[src/rtl/slrr_pkg.sv]
// ----------------------------------------------------------------------------
// slrr_pkg: shared types and constants for the shuffled LCG range generator
// Holds the request kinds, register indexes, reset values and the command
// and status bundles that join the controller and the datapath.
// ----------------------------------------------------------------------------
package slrr_pkg;

    localparam int WORD_W   = 32;
    localparam int HALF_W   = 16;
    localparam int ROT_L    = 12;
    localparam int DIV_STEPS = WORD_W;
    localparam int CNT_W    = $clog2(DIV_STEPS);

    localparam logic [HALF_W-1:0] FOLD_FACTOR = 16'd36969;

    localparam logic [WORD_W-1:0] MULT_RST  = 32'd1103515245;
    localparam logic [WORD_W-1:0] INCR_RST  = 32'd12345;
    localparam logic [WORD_W-1:0] MASK_RST  = 32'h7FFF_FFFF;
    localparam logic [WORD_W-1:0] SEED_RST  = 32'd1;

    typedef enum logic [2:0] {
        KIND_RESEED = 3'd0,
        KIND_RAW    = 3'd1,
        KIND_POW2   = 3'd2,
        KIND_MOD    = 3'd3,
        KIND_RANGE  = 3'd4
    } kind_t;

    typedef enum logic [1:0] {
        CFG_MULT = 2'd0,
        CFG_INCR = 2'd1,
        CFG_MASK = 2'd2,
        CFG_SEED = 2'd3
    } cfg_idx_t;

    typedef struct packed {
        logic capture;
        logic reseed;
        logic prep;
        logic fold;
        logic mul;
        logic add;
        logic div_start;
        logic div_step;
        logic push;
    } slrr_cmd_t;

    typedef struct packed {
        logic [2:0] kind;
        logic       bound_zero;
        logic       div_last;
        logic       out_busy;
    } slrr_stat_t;

endpackage

[src/rtl/slrr_ctrl.sv]
// ----------------------------------------------------------------------------
// slrr_ctrl: sequencing controller
// Steps one request at a time through decode, fold, multiply, add, the
// iterative remainder and the output load.
// ----------------------------------------------------------------------------
module slrr_ctrl
    import slrr_pkg::*;
(
    input  logic       clk,
    input  logic       rst_n,
    input  logic       in_valid,
    output logic       in_ready,
    input  slrr_stat_t stat,
    output slrr_cmd_t  cmd
);

    typedef enum logic [8:0] {
        S_IDLE   = 9'b000000001,
        S_DECODE = 9'b000000010,
        S_CHECK  = 9'b000000100,
        S_FOLD   = 9'b000001000,
        S_MUL    = 9'b000010000,
        S_ADD    = 9'b000100000,
        S_DSTART = 9'b001000000,
        S_DIV    = 9'b010000000,
        S_OUT    = 9'b100000000
    } state_t;

    state_t state_reg;
    state_t state_next;

    always_ff @(posedge clk or negedge rst_n)
    begin
        if (!rst_n)
        begin
            state_reg <= S_IDLE;
        end
        else
        begin
            state_reg <= state_next;
        end
    end

    assign in_ready = (state_reg == S_IDLE);

    always_comb
    begin
        state_next = state_reg;
        cmd        = '0;
        unique case (state_reg)
            S_IDLE:
            begin
                if (in_valid)
                begin
                    cmd.capture = 1'b1;
                    state_next  = S_DECODE;
                end
            end
            S_DECODE:
            begin
                cmd.prep = 1'b1;
                unique case (stat.kind) inside
                    KIND_RESEED:
                    begin
                        cmd.reseed = 1'b1;
                        state_next = S_IDLE;
                    end
                    KIND_RAW, KIND_POW2: state_next = S_FOLD;
                    KIND_MOD, KIND_RANGE: state_next = S_CHECK;
                    default: state_next = S_IDLE;
                endcase
            end
            S_CHECK:
            begin
                // A zero bound or span returns the low end without advancing.
                state_next = stat.bound_zero ? S_OUT : S_FOLD;
            end
            S_FOLD:
            begin
                cmd.fold   = 1'b1;
                state_next = S_MUL;
            end
            S_MUL:
            begin
                cmd.mul    = 1'b1;
                state_next = S_ADD;
            end
            S_ADD:
            begin
                cmd.add = 1'b1;
                if (stat.kind == KIND_RAW || stat.kind == KIND_POW2)
                begin
                    state_next = S_OUT;
                end
                else
                begin
                    state_next = S_DSTART;
                end
            end
            S_DSTART:
            begin
                cmd.div_start = 1'b1;
                state_next    = S_DIV;
            end
            S_DIV:
            begin
                cmd.div_step = 1'b1;
                if (stat.div_last)
                begin
                    state_next = S_OUT;
                end
            end
            S_OUT:
            begin
                if (!stat.out_busy)
                begin
                    cmd.push   = 1'b1;
                    state_next = S_IDLE;
                end
            end
            default: state_next = S_IDLE;
        endcase
    end

endmodule

[src/rtl/slrr_dp.sv]
// ----------------------------------------------------------------------------
// slrr_dp: generator datapath
// Holds the configuration registers, the generator word, the fold and
// multiply pipeline registers, a radix-2 restoring remainder unit and the
// output register.
// ----------------------------------------------------------------------------
module slrr_dp
    import slrr_pkg::*;
(
    input  logic                     clk,
    input  logic                     rst_n,
    input  slrr_cmd_t                cmd,
    output slrr_stat_t               stat,
    input  logic [2:0]               kind,
    input  logic [WORD_W-1:0]        first_operand,
    input  logic signed [WORD_W-1:0] second_operand,
    input  logic                     cfg_valid,
    input  logic [1:0]               cfg_index,
    input  logic [WORD_W-1:0]        cfg_data,
    output logic                     out_valid,
    input  logic                     out_ready,
    output logic [WORD_W-1:0]        random_value
);

    logic [WORD_W-1:0] mult_reg;
    logic [WORD_W-1:0] incr_reg;
    logic [WORD_W-1:0] mask_reg;
    logic [WORD_W-1:0] word_reg;

    logic [2:0]        kind_reg;
    logic [WORD_W-1:0] op1_reg;
    logic [WORD_W-1:0] op2_reg;
    logic [WORD_W-1:0] bound_reg;
    logic [WORD_W-1:0] low_reg;
    logic [WORD_W-1:0] fold_reg;
    logic [WORD_W-1:0] prod_reg;
    logic [WORD_W-1:0] rem_reg;
    logic [WORD_W-1:0] quo_reg;
    logic [CNT_W-1:0]  cnt_reg;
    logic              out_valid_reg;
    logic [WORD_W-1:0] out_value_reg;

    logic [WORD_W-1:0] rot_word;
    logic [WORD_W-1:0] fold_next;
    logic [WORD_W-1:0] bound_next;
    logic [WORD_W-1:0] low_next;
    logic [WORD_W:0]   trial;
    logic [WORD_W-1:0] rem_next;
    logic [WORD_W-1:0] pow2_mask;
    logic [WORD_W-1:0] out_value_next;

    // Configuration registers. The start seed only sets the word at reset,
    // so a later write to it has no effect and nothing is stored.
    always_ff @(posedge clk or negedge rst_n)
    begin
        if (!rst_n)
        begin
            mult_reg <= MULT_RST;
            incr_reg <= INCR_RST;
            mask_reg <= MASK_RST;
        end
        else if (cfg_valid)
        begin
            unique case (cfg_idx_t'(cfg_index))
                CFG_MULT: mult_reg <= cfg_data;
                CFG_INCR: incr_reg <= cfg_data;
                CFG_MASK: mask_reg <= cfg_data;
                CFG_SEED: ;
                default: ;
            endcase
        end
    end

    always_ff @(posedge clk or negedge rst_n)
    begin
        if (!rst_n)
        begin
            word_reg <= SEED_RST;
        end
        else if (cmd.reseed)
        begin
            word_reg <= op1_reg;
        end
        else if (cmd.add)
        begin
            word_reg <= (prod_reg + incr_reg) & mask_reg;
        end
    end

    assign rot_word  = {word_reg[WORD_W-ROT_L-1:0], word_reg[WORD_W-1:WORD_W-ROT_L]};
    assign fold_next = {{HALF_W{1'b0}}, FOLD_FACTOR} * {{HALF_W{1'b0}}, rot_word[HALF_W-1:0]}
                     + {{HALF_W{1'b0}}, rot_word[WORD_W-1:HALF_W]};

    // Range bounds: the span is taken from the lower end to the upper end.
    always_comb
    begin
        if (kind_reg == KIND_RANGE)
        begin
            if ($signed(op1_reg) < $signed(op2_reg))
            begin
                bound_next = op2_reg - op1_reg;
                low_next   = op1_reg;
            end
            else
            begin
                bound_next = op1_reg - op2_reg;
                low_next   = op2_reg;
            end
        end
        else
        begin
            bound_next = op1_reg;
            low_next   = '0;
        end
    end

    assign trial    = {rem_reg, quo_reg[WORD_W-1]};
    assign rem_next = (trial >= {1'b0, bound_reg}) ? 32'(trial - {1'b0, bound_reg})
                                                   : trial[WORD_W-1:0];

    always_ff @(posedge clk)
    begin
        if (cmd.capture)
        begin
            kind_reg <= kind;
            op1_reg  <= first_operand;
            op2_reg  <= second_operand;
        end
        if (cmd.prep)
        begin
            bound_reg <= bound_next;
            low_reg   <= low_next;
        end
        if (cmd.fold)
        begin
            fold_reg <= fold_next;
        end
        if (cmd.mul)
        begin
            prod_reg <= 32'(mult_reg * fold_reg);
        end
        if (cmd.div_start)
        begin
            rem_reg <= '0;
            quo_reg <= word_reg;
            cnt_reg <= '0;
        end
        else if (cmd.div_step)
        begin
            rem_reg <= rem_next;
            quo_reg <= {quo_reg[WORD_W-2:0], 1'b0};
            cnt_reg <= cnt_reg + 1'b1;
        end
        if (cmd.push)
        begin
            out_value_reg <= out_value_next;
        end
    end

    assign pow2_mask = ~({WORD_W{1'b1}} << op1_reg[CNT_W-1:0]);

    always_comb
    begin
        case (kind_reg) inside
            KIND_POW2:
            begin
                if (op1_reg[WORD_W-1:CNT_W] != '0)
                begin
                    out_value_next = word_reg;
                end
                else
                begin
                    out_value_next = word_reg & pow2_mask;
                end
            end
            KIND_MOD, KIND_RANGE:
            begin
                if (bound_reg == '0)
                begin
                    out_value_next = low_reg;
                end
                else
                begin
                    out_value_next = rem_reg + low_reg;
                end
            end
            default: out_value_next = word_reg;
        endcase
    end

    always_ff @(posedge clk or negedge rst_n)
    begin
        if (!rst_n)
        begin
            out_valid_reg <= 1'b0;
        end
        else if (cmd.push)
        begin
            out_valid_reg <= 1'b1;
        end
        else if (out_ready)
        begin
            out_valid_reg <= 1'b0;
        end
    end

    assign out_valid    = out_valid_reg;
    assign random_value = out_value_reg;

    assign stat.kind       = kind_reg;
    assign stat.bound_zero = (bound_reg == '0);
    assign stat.div_last   = (cnt_reg == CNT_W'(DIV_STEPS - 1));
    assign stat.out_busy   = out_valid_reg && !out_ready;

endmodule

[src/rtl/shuffled_lcg_random_ranges_top.sv]
// ----------------------------------------------------------------------------
// shuffled_lcg_random_ranges_top: shuffled 32-bit LCG with range helpers
//
//   Channel  Signals                                      Direction
//   in       in_valid/in_ready, kind, first_operand,      request
//            second_operand
//   out      out_valid/out_ready, random_value            result
//   cfg      cfg_valid/cfg_ready, cfg_index, cfg_data     register write
//
// A reseed passes decode only; a raw or masked draw passes decode, fold,
// multiply and add; a modulo or range draw also runs the 32 steps of the
// one-bit-per-cycle remainder unit; a zero bound skips straight to output.
// Reset loads the register defaults and the generator word 1.
// A result waits in the output register; the next request is taken while it
// waits, and a request stalls only in its last cycle if the output is full.
// ----------------------------------------------------------------------------
module shuffled_lcg_random_ranges_top
    import slrr_pkg::*;
(
    input  logic                     clk,
    input  logic                     rst_n,
    input  logic                     in_valid,
    output logic                     in_ready,
    input  logic [2:0]               kind,
    input  logic [WORD_W-1:0]        first_operand,
    input  logic signed [WORD_W-1:0] second_operand,
    output logic                     out_valid,
    input  logic                     out_ready,
    output logic [WORD_W-1:0]        random_value,
    input  logic                     cfg_valid,
    output logic                     cfg_ready,
    input  logic [1:0]               cfg_index,
    input  logic [WORD_W-1:0]        cfg_data
);

    slrr_cmd_t  cmd;
    slrr_stat_t stat;

    // Register writes complete in the cycle they are presented.
    assign cfg_ready = 1'b1;

    slrr_ctrl u_ctrl (
        .clk      (clk),
        .rst_n    (rst_n),
        .in_valid (in_valid),
        .in_ready (in_ready),
        .stat     (stat),
        .cmd      (cmd)
    );

    slrr_dp u_dp (
        .clk            (clk),
        .rst_n          (rst_n),
        .cmd            (cmd),
        .stat           (stat),
        .kind           (kind),
        .first_operand  (first_operand),
        .second_operand (second_operand),
        .cfg_valid      (cfg_valid),
        .cfg_index      (cfg_index),
        .cfg_data       (cfg_data),
        .out_valid      (out_valid),
        .out_ready      (out_ready),
        .random_value   (random_value)
    );

endmodule

[config.mk]
export PLATFORM = sky130hd
export DESIGN_NAME = shuffled_lcg_random_ranges_top
export DESIGN_NICKNAME = d
export VERILOG_FILES = /design/src/rtl/slrr_pkg.sv /design/src/rtl/slrr_ctrl.sv /design/src/rtl/slrr_dp.sv /design/src/rtl/shuffled_lcg_random_ranges_top.sv
export SDC_FILE = /design/constraint.sdc
export NUM_CORES = 2
export LEC_CHECK = 0
export BUFFER_PORTS_ARGS = -buffer_cell sky130_fd_sc_hd__buf_2
export CAP_MARGIN = 30
export CORE_ASPECT_RATIO = 1.5
export CORE_MARGIN = 10
export CORE_UTILIZATION = 55
export CTS_CLUSTER_DIAMETER = 120
export CTS_CLUSTER_SIZE = 10
export DETAILED_ROUTE_END_ITERATION = 7
export PLACE_DENSITY = 0.72
export SYNTH_ARGS = -nofsm -noshare
export SYNTH_HDL_FRONTEND = slang
export SYNTH_HIERARCHICAL = 1
export SYNTH_SLANG_ARGS = --single-unit
[constraint.sdc]
create_clock -name clk -period 8.96 [get_ports clk]
set_input_delay 1.792 -clock clk [delete_from_list [all_inputs] [get_ports clk]]
set_output_delay 1.792 -clock clk [all_outputs]
set_load 0.05 [all_outputs]
[Yosys cells after proc, flatten, opt, wreduce, memory -nomap -nowiden]
Cells that the tools add are included.
W data, S select, Z words.
Storage, ports and cells
  memories: 0
  memory bits (read-only): 0
  logic and storage cells: 99
  latch bits: 0
  RAM bits: 0
  flip-flop bits (word level): 434
Operators by class
  bitwise logic cells: 3
  $mul: 2
  reduce and logical (&&, ||, !) cells: 16
  divide/modulo/power cells: 0
  $lt $le $gt $ge: 2
  equality and inequality tests: 19
  shift-type cells: 1
  $add $sub $neg: 7
  mux-type cells: 32
Operators with widths (number)
  $mux W32: 12
  $sub A32 B32 Y32: 3
  $pmux W9 S9: 1
  $add A32 B32 Y32: 2
  $and A32 B32 Y32: 2
  $mux W9: 5
  $ge A33 B32 Y1: 1
  $add A32 B16 Y32: 1
  $logic_not A32 Y1: 1
  $lt A32 B32 Y1: 1
  $mul A16 B16 Y32 const A: 1
  $mul A32 B32 Y32: 1
  $not A32 Y32: 1
  $shl A32 B5 Y32 const A: 1
  $reduce_bool A27 Y1: 1
  $mux W1: 12
  $eq A9 B1 Y1 const B: 1
  $eq A9 B2 Y1 const B: 1
  $eq A9 B3 Y1 const B: 1
  $eq A9 B4 Y1 const B: 1
  $eq A9 B5 Y1 const B: 1
  $eq A9 B6 Y1 const B: 1
  $eq A9 B7 Y1 const B: 1
  $eq A9 B8 Y1 const B: 1
  20 further kinds: 28

[Logic depth before layout (Yosys ltp)]
  depth after elaboration: 5
  depth in mapped cells: 28

[Hierarchy]
The synthesis kept the hierarchy.
Modules (own cells, without submodules)
  slrr_dp: area each 45317.2 µm², cells an instance 4715, instances 1
  slrr_ctrl: area each 669.4 µm², cells an instance 73, instances 1
  shuffled_lcg_random_ranges_top: area each 11.3 µm², cells an instance 2, instances 1

[Least setup slack after synthesis]
No wires, ideal clock.
  kind: register to register
  from: register u_dp.mult_reg[14]
  to: register u_dp.prod_reg[27], data pin
  data required time: 8701 ps
  path slack: 1909 ps
  data arrival time: 6793 ps
  clock period less this slack: 7051 ps
  cell stages (with the launch flop): 27
  library setup time: 259 ps
  cell sequence: dfstp_2 > clkbuf_1 > clkbuf_1 > nand2_1 > fa_1 > fa_1 > inv_1 > fa_1 > inv_1 > fa_1 > inv_1 > fa_1 > fa_1 > inv_1 > fa_1 > fa_1 > inv_1 > ha_1 > a211o_1 > a21oi_1 > o22ai_1 > o21bai_1 > a21o_1 > a21oi_1 > o21bai_1 > a21oi_1 > xnor2_1
Between the ends
  cells in the longest elaborated chain, start to end: 1
Ends and longest elaborated chain
  start: declaration: RTL line slrr_dp.sv:25  | logic [WORD_W-1:0] mult_reg;
  start signal: assignment: RTL line slrr_dp.sv:65  | CFG_MULT: mult_reg <= cfg_data;
  $mul A32 B32 Y32: RTL line slrr_dp.sv:140  | prod_reg <= 32'(mult_reg * fold_reg);
  end signal: assignment: RTL line slrr_dp.sv:140
  end: declaration: RTL line slrr_dp.sv:36  | logic [WORD_W-1:0] prod_reg;
Every way passes these cells.
A chain may end at the register's enable or synchronous reset.

[Worst setup path after layout]
  from: register u_dp.fold_reg[2]
  to: register u_dp.prod_reg[31], data pin
Between the ends
  cells in the longest elaborated chain, start to end: 1
Ends and longest elaborated chain
  start: declaration: RTL line slrr_dp.sv:35  | logic [WORD_W-1:0] fold_reg;
  start signal: assignment: RTL line slrr_dp.sv:136  | fold_reg <= fold_next;
  $mul A32 B32 Y32: RTL line slrr_dp.sv:140
Every way passes these cells.

==> flow_metrics.py <==
metrics = {
    "cells_and_area": {
        "post_route_utilization_pct": 59.40,
        "seqCellArea_mm2": 0.01204,
        "area_delta_synth_final_pct": 6.934,
        "drive_gt1_share_pct": 9.794,
        "multi_input_area_mm2": 0.03071,
        "postLayoutCellArea_mm2": 0.04919,
        "finalNetCount": 5818,
        "n_fill_cell": 7216,
    },
    "worst_setup_path": {
        "cp_slowest_cell": "sky130_fd_sc_hd__edfxtp_1",
        "cp_num_buf_inv": 4,
        "end_kind": "flip-flop",
        "rr_worst_depth": 23,
        "cpMostUsedCell": "sky130_fd_sc_hd__fa_1",
        "critical_path_required_ns": 9.36,
        "worst_r2r_startpoint": "u_dp/fold_reg[2]$_DFFE_PP_",
        "worst_stage_delay_on_the_critical_path_ns": 1.01,
        "cp_top_family": "adder cells",
        "reg2reg_to": "u_dp/prod_reg[31]$_DFFE_PP_",
        "ff2ff_setup_slack_ns": 1.26,
        "timing_worst_setup_path_type": "flip-flop to flip-flop",
        "critical_path_peak_fanout": 30,
        "critical_path.cell_chain": "and2_1, fa_1, inv_1, fa_1, fa_1, fa_1, inv_1, fa_1, inv_1, fa_1, inv_1, fa_1, fa_1, ha_1, nand4_1, or2_2, o22a_1, o21bai_1, nand4_1, nand4_1, a31oi_1, o21ai_0, xnor2_1",
        "start_kind": "flip-flop",
        "critical_path_arrival_ns": 8.10,
    },
    "clocking": {
        "clock_tree.root_cell": "sky130_fd_sc_hd__clkbuf_16",
        "clkSlewWorstSetupHoldPaths_ns": 0.06,
        "post_cts_hold_buffer_count": 0,
        "tritoncts": "done",
        "post_cts_resized": 0,
        "clk_latency_ns": 0.66,
        "cts.repair_timing.setup_buffer_count": 0,
        "cts-buffers-inserted": 49,
        "cts_num_sinks": 434,
        "cts.htree.levels": 2,
        "clock_path_buffers": 3,
    },
    "hold_path": {
        "hold_path.startpoint": "u_dp/cnt_reg[4]$_SDFFE_PP0P_",
        "holdPathEnd": "u_dp/cnt_reg[4]$_SDFFE_PP0P_",
        "hold_path_class": "flip-flop to flip-flop",
        "min_delay_path_depth": 2,
    },
    "logic_synthesis": {
        "ys_warn_count": 6,
        "synth-edff-count": 259,
        "synth.top_cell.area_share_pct": 20.32,
        "synth_nets": 5788,
        "ys_async_sr_fraction_pct": 31.80,
        "yosys_register_bits": 434,
        "synth_top_flop_cell": "sky130_fd_sc_hd__edfxtp_1",
        "synth_top_cells_by_area": "sky130_fd_sc_hd__fa_1 20%, sky130_fd_sc_hd__edfxtp_1 17%, sky130_fd_sc_hd__ha_1 12%",
        "yosys.area.top_type": "sky130_fd_sc_hd__fa_1",
        "synth_cell_type_count": 93,
        "synthCells": 4790,
        "synth.avg_cell_area_um2": 9.603,
        "seq_area_frac_synth_pct": 26.17,
        "netlist_area_mm2": 0.04600,
    },
    "timing": {
        "relSlewSlack_pct": 26.95,
        "timing.clock.skew_ns": 0.04717,
        "slew_viol_final": 0,
        "layout_min_cycle_time_ns": 7.701,
        "hold_violations": 0,
        "share_of_the_clock_period_used_by_the_worst_path_after_layout_pct": 85.95,
        "layout_setup_ws_ns": 1.259,
        "rsz0062_at_grt": "no",
        "max_freq_ghz": 0.1299,
        "sum_of_negative_setup_slack_ns": 0,
        "timing_worst_slew_pin_value_ns": 1.086,
        "timing.final.setup_violations": 0,
    },
    "routing": {
        "drt_drc_violations_left": 0,
        "final_antenna_net_count": 0,
        "totalWireLength_um": 148100,
        "drt_pre_antenna_iters": 5,
        "detailroute.via_count": 35810,
        "post_drt_via_cell_ratio": 5.990,
        "drtIter0Drc": 2606,
        "detail_route.wl_per_cell_um": 24.77,
    },
    "placed_design": {
        "placement.cell_area_mm2": 0.04772,
        "detailedPlacementHpwl_um": 117000,
        "gp_routability_congestion": 1.005,
        "io_buffers": 139,
        "place_ws_ns": 1.214,
    },
    "global_route": {
        "grt_pass1_vias": 37043,
        "grtUsageTotal_pct": 30.75,
        "pin_count_of_the_biggest_net_entering_global_routing": 71,
        "globalRoute.totalOverflow": 0,
        "antenna_violations_before_repair": 11,
        "grt_pass1_wl_um": 224900,
    },
    "flow_run": {
        "cap_violations": 0,
    },
    "floorplanning": {
        "floorplan.initialDensity_pct": 55.55,
        "die_h_um": 374.2,
        "floorplan.die_area_mm2": 0.09584,
        "fp.coreArea_mm2": 0.08280,
        "placement_rows": 129,
        "io-pin-count": 141,
        "die_w_um": 256.1,
    },
    "status": {
        "result_of_the_run": "complete, no violations",
    },
}
per-layer routing:
layer  routed length (um)  vias to the layer above  track usage [%]
met5                   13                        -                0
met4                13360                        2            23.08
met3                 8278                      501            3.996
met2                73870                     1481            54.05
met1                52550                    17736            33.53
li1                     -                    16090                -
cells by family (layout without fill, tap and decap cells):
| logic type | after synthesis | count (layout) | share of synthesized area, % |
|---|---|---|---|
| XOR/XNOR | 210 | 210 | 3.999 |
| AND/OR/NAND/NOR | 1328 | 1328 | 14.12 |
| multiplexers | 180 | 180 | 4.284 |
| buffers and inverters | 866 | 936 | 7.200 |
| adder cells (fa/ha/maj) | 892 | 892 | 31.89 |
| other | 1 | 6 | 0.008153 |
| flip-flops | 434 | 434 | 26.17 |
| AO/OA/AOI/OAI | 879 | 879 | 12.33 |
layout make-up:
cell class | instances | area share, %
inverters | 655 | 4.998
clock buffers | 87 | 2.783
repair buffers | 190 | 2.272
clock inverters | 4 | 0.1806
diodes | 5 | 0.02544
well taps | 1113 | 2.831
flip-flops and latches | 434 | 24.48
multi-input cells | 3490 | 62.43
how the worst max path moves through the flow:
| stage | from | end | slack (ns) | cells after the start |
|---|---|---|---|---|
| after CTS | u_dp/fold_reg[2]$_DFFE_PP_ | u_dp/prod_reg[31]$_DFFE_PP_ | 1.25 | 23 |
| final | u_dp/fold_reg[2]$_DFFE_PP_ | u_dp/prod_reg[31]$_DFFE_PP_ | 1.26 | 23 |
| after detailed placement | u_dp/fold_reg[2]$_DFFE_PP_ | u_dp/prod_reg[31]$_DFFE_PP_ | 1.21 | 23 |
| after floorplan | u_dp/mult_reg[14]$_DFFE_PN1P_ | u_dp/prod_reg[27]$_DFFE_PP_ | 1.91 | 26 |
| after global placement | u_dp/fold_reg[2]$_DFFE_PP_ | u_dp/prod_reg[31]$_DFFE_PP_ | 1.26 | 23 |
| after global routing | u_dp/fold_reg[2]$_DFFE_PP_ | u_dp/prod_reg[31]$_DFFE_PP_ | 0.88 | 22 |
tightest hold or removal path: stages, from the launching register on:
cell and delay [ns]:
sky130_fd_sc_hd__dfxtp_1 0.33, sky130_fd_sc_hd__mux2i_1 0.07, sky130_fd_sc_hd__nor2_1 0.07
placed cells by master (no fill, tap or decap), types with 51 or more instances in the layout:
| master | netlist | final |
|---|---|---|
| sky130_fd_sc_hd__nand2_1 | 512 | 511 |
| sky130_fd_sc_hd__a211oi_1 | 77 | 77 |
| sky130_fd_sc_hd__nand3_1 | 51 | 51 |
| sky130_fd_sc_hd__buf_2 | 10 | 138 |
| sky130_fd_sc_hd__xnor2_1 | 150 | 150 |
| sky130_fd_sc_hd__nor2_1 | 208 | 206 |
| sky130_fd_sc_hd__inv_1 | 653 | 652 |
| sky130_fd_sc_hd__ha_1 | 425 | 425 |
| sky130_fd_sc_hd__edfxtp_1 | 259 | 259 |
| sky130_fd_sc_hd__o21ai_0 | 154 | 153 |
| sky130_fd_sc_hd__mux2_2 | 135 | 135 |
| sky130_fd_sc_hd__fa_1 | 467 | 467 |
| sky130_fd_sc_hd__xor2_1 | 60 | 60 |
| sky130_fd_sc_hd__dfrtp_1 | 84 | 84 |
| sky130_fd_sc_hd__dfstp_2 | 54 | 54 |
| sky130_fd_sc_hd__a21oi_1 | 289 | 288 |
| sky130_fd_sc_hd__and2_1 | 291 | 290 |
| sky130_fd_sc_hd__a21o_1 | 80 | 80 |
synthesized netlist by cell type, types with 11 or more instances:
cell / number
sky130_fd_sc_hd__nor4_1: 22
sky130_fd_sc_hd__a21o_1: 80
sky130_fd_sc_hd__fa_1: 467
sky130_fd_sc_hd__nor3_1: 51
sky130_fd_sc_hd__ha_1: 425
sky130_fd_sc_hd__a31oi_1: 26
sky130_fd_sc_hd__nand2_1: 512
sky130_fd_sc_hd__o21bai_1: 32
sky130_fd_sc_hd__o211ai_1: 16
sky130_fd_sc_hd__xor2_1: 60
sky130_fd_sc_hd__o21a_1: 44
sky130_fd_sc_hd__dfrtp_1: 84
sky130_fd_sc_hd__nand2b_1: 30
sky130_fd_sc_hd__dfstp_2: 54
sky130_fd_sc_hd__a21oi_1: 289
sky130_fd_sc_hd__a211oi_1: 77
sky130_fd_sc_hd__o21ai_0: 154
sky130_fd_sc_hd__inv_1: 653
sky130_fd_sc_hd__nand4_1: 19
sky130_fd_sc_hd__edfxtp_1: 259
sky130_fd_sc_hd__nor2b_1: 30
sky130_fd_sc_hd__mux2_2: 135
sky130_fd_sc_hd__clkbuf_1: 182
sky130_fd_sc_hd__or3_1: 14
sky130_fd_sc_hd__nand3_1: 51
sky130_fd_sc_hd__dfxtp_1: 37
sky130_fd_sc_hd__a211o_1: 13
sky130_fd_sc_hd__o31ai_1: 16
sky130_fd_sc_hd__and2_1: 291
sky130_fd_sc_hd__nor2_1: 208
sky130_fd_sc_hd__mux2i_1: 45
sky130_fd_sc_hd__o22ai_1: 11
sky130_fd_sc_hd__xnor2_1: 150
sky130_fd_sc_hd__and3_1: 40
stage by stage:
| step | cells | hold slack, ns |
|---|---|---|
| floorplan | 4790 | 0.4506 |
| global placement | 5880 | 0.4802 |
| detailed placement | 5882 | 0.4932 |
| CTS | 5973 | 0.5022 |
| global route | 5974 | 0.5224 |
| finish | 5978 | 0.5008 |
Power is left out: the tool's default activity adds up to more than one toggle a clock period on the data nets, which glitch-free logic cannot reach.
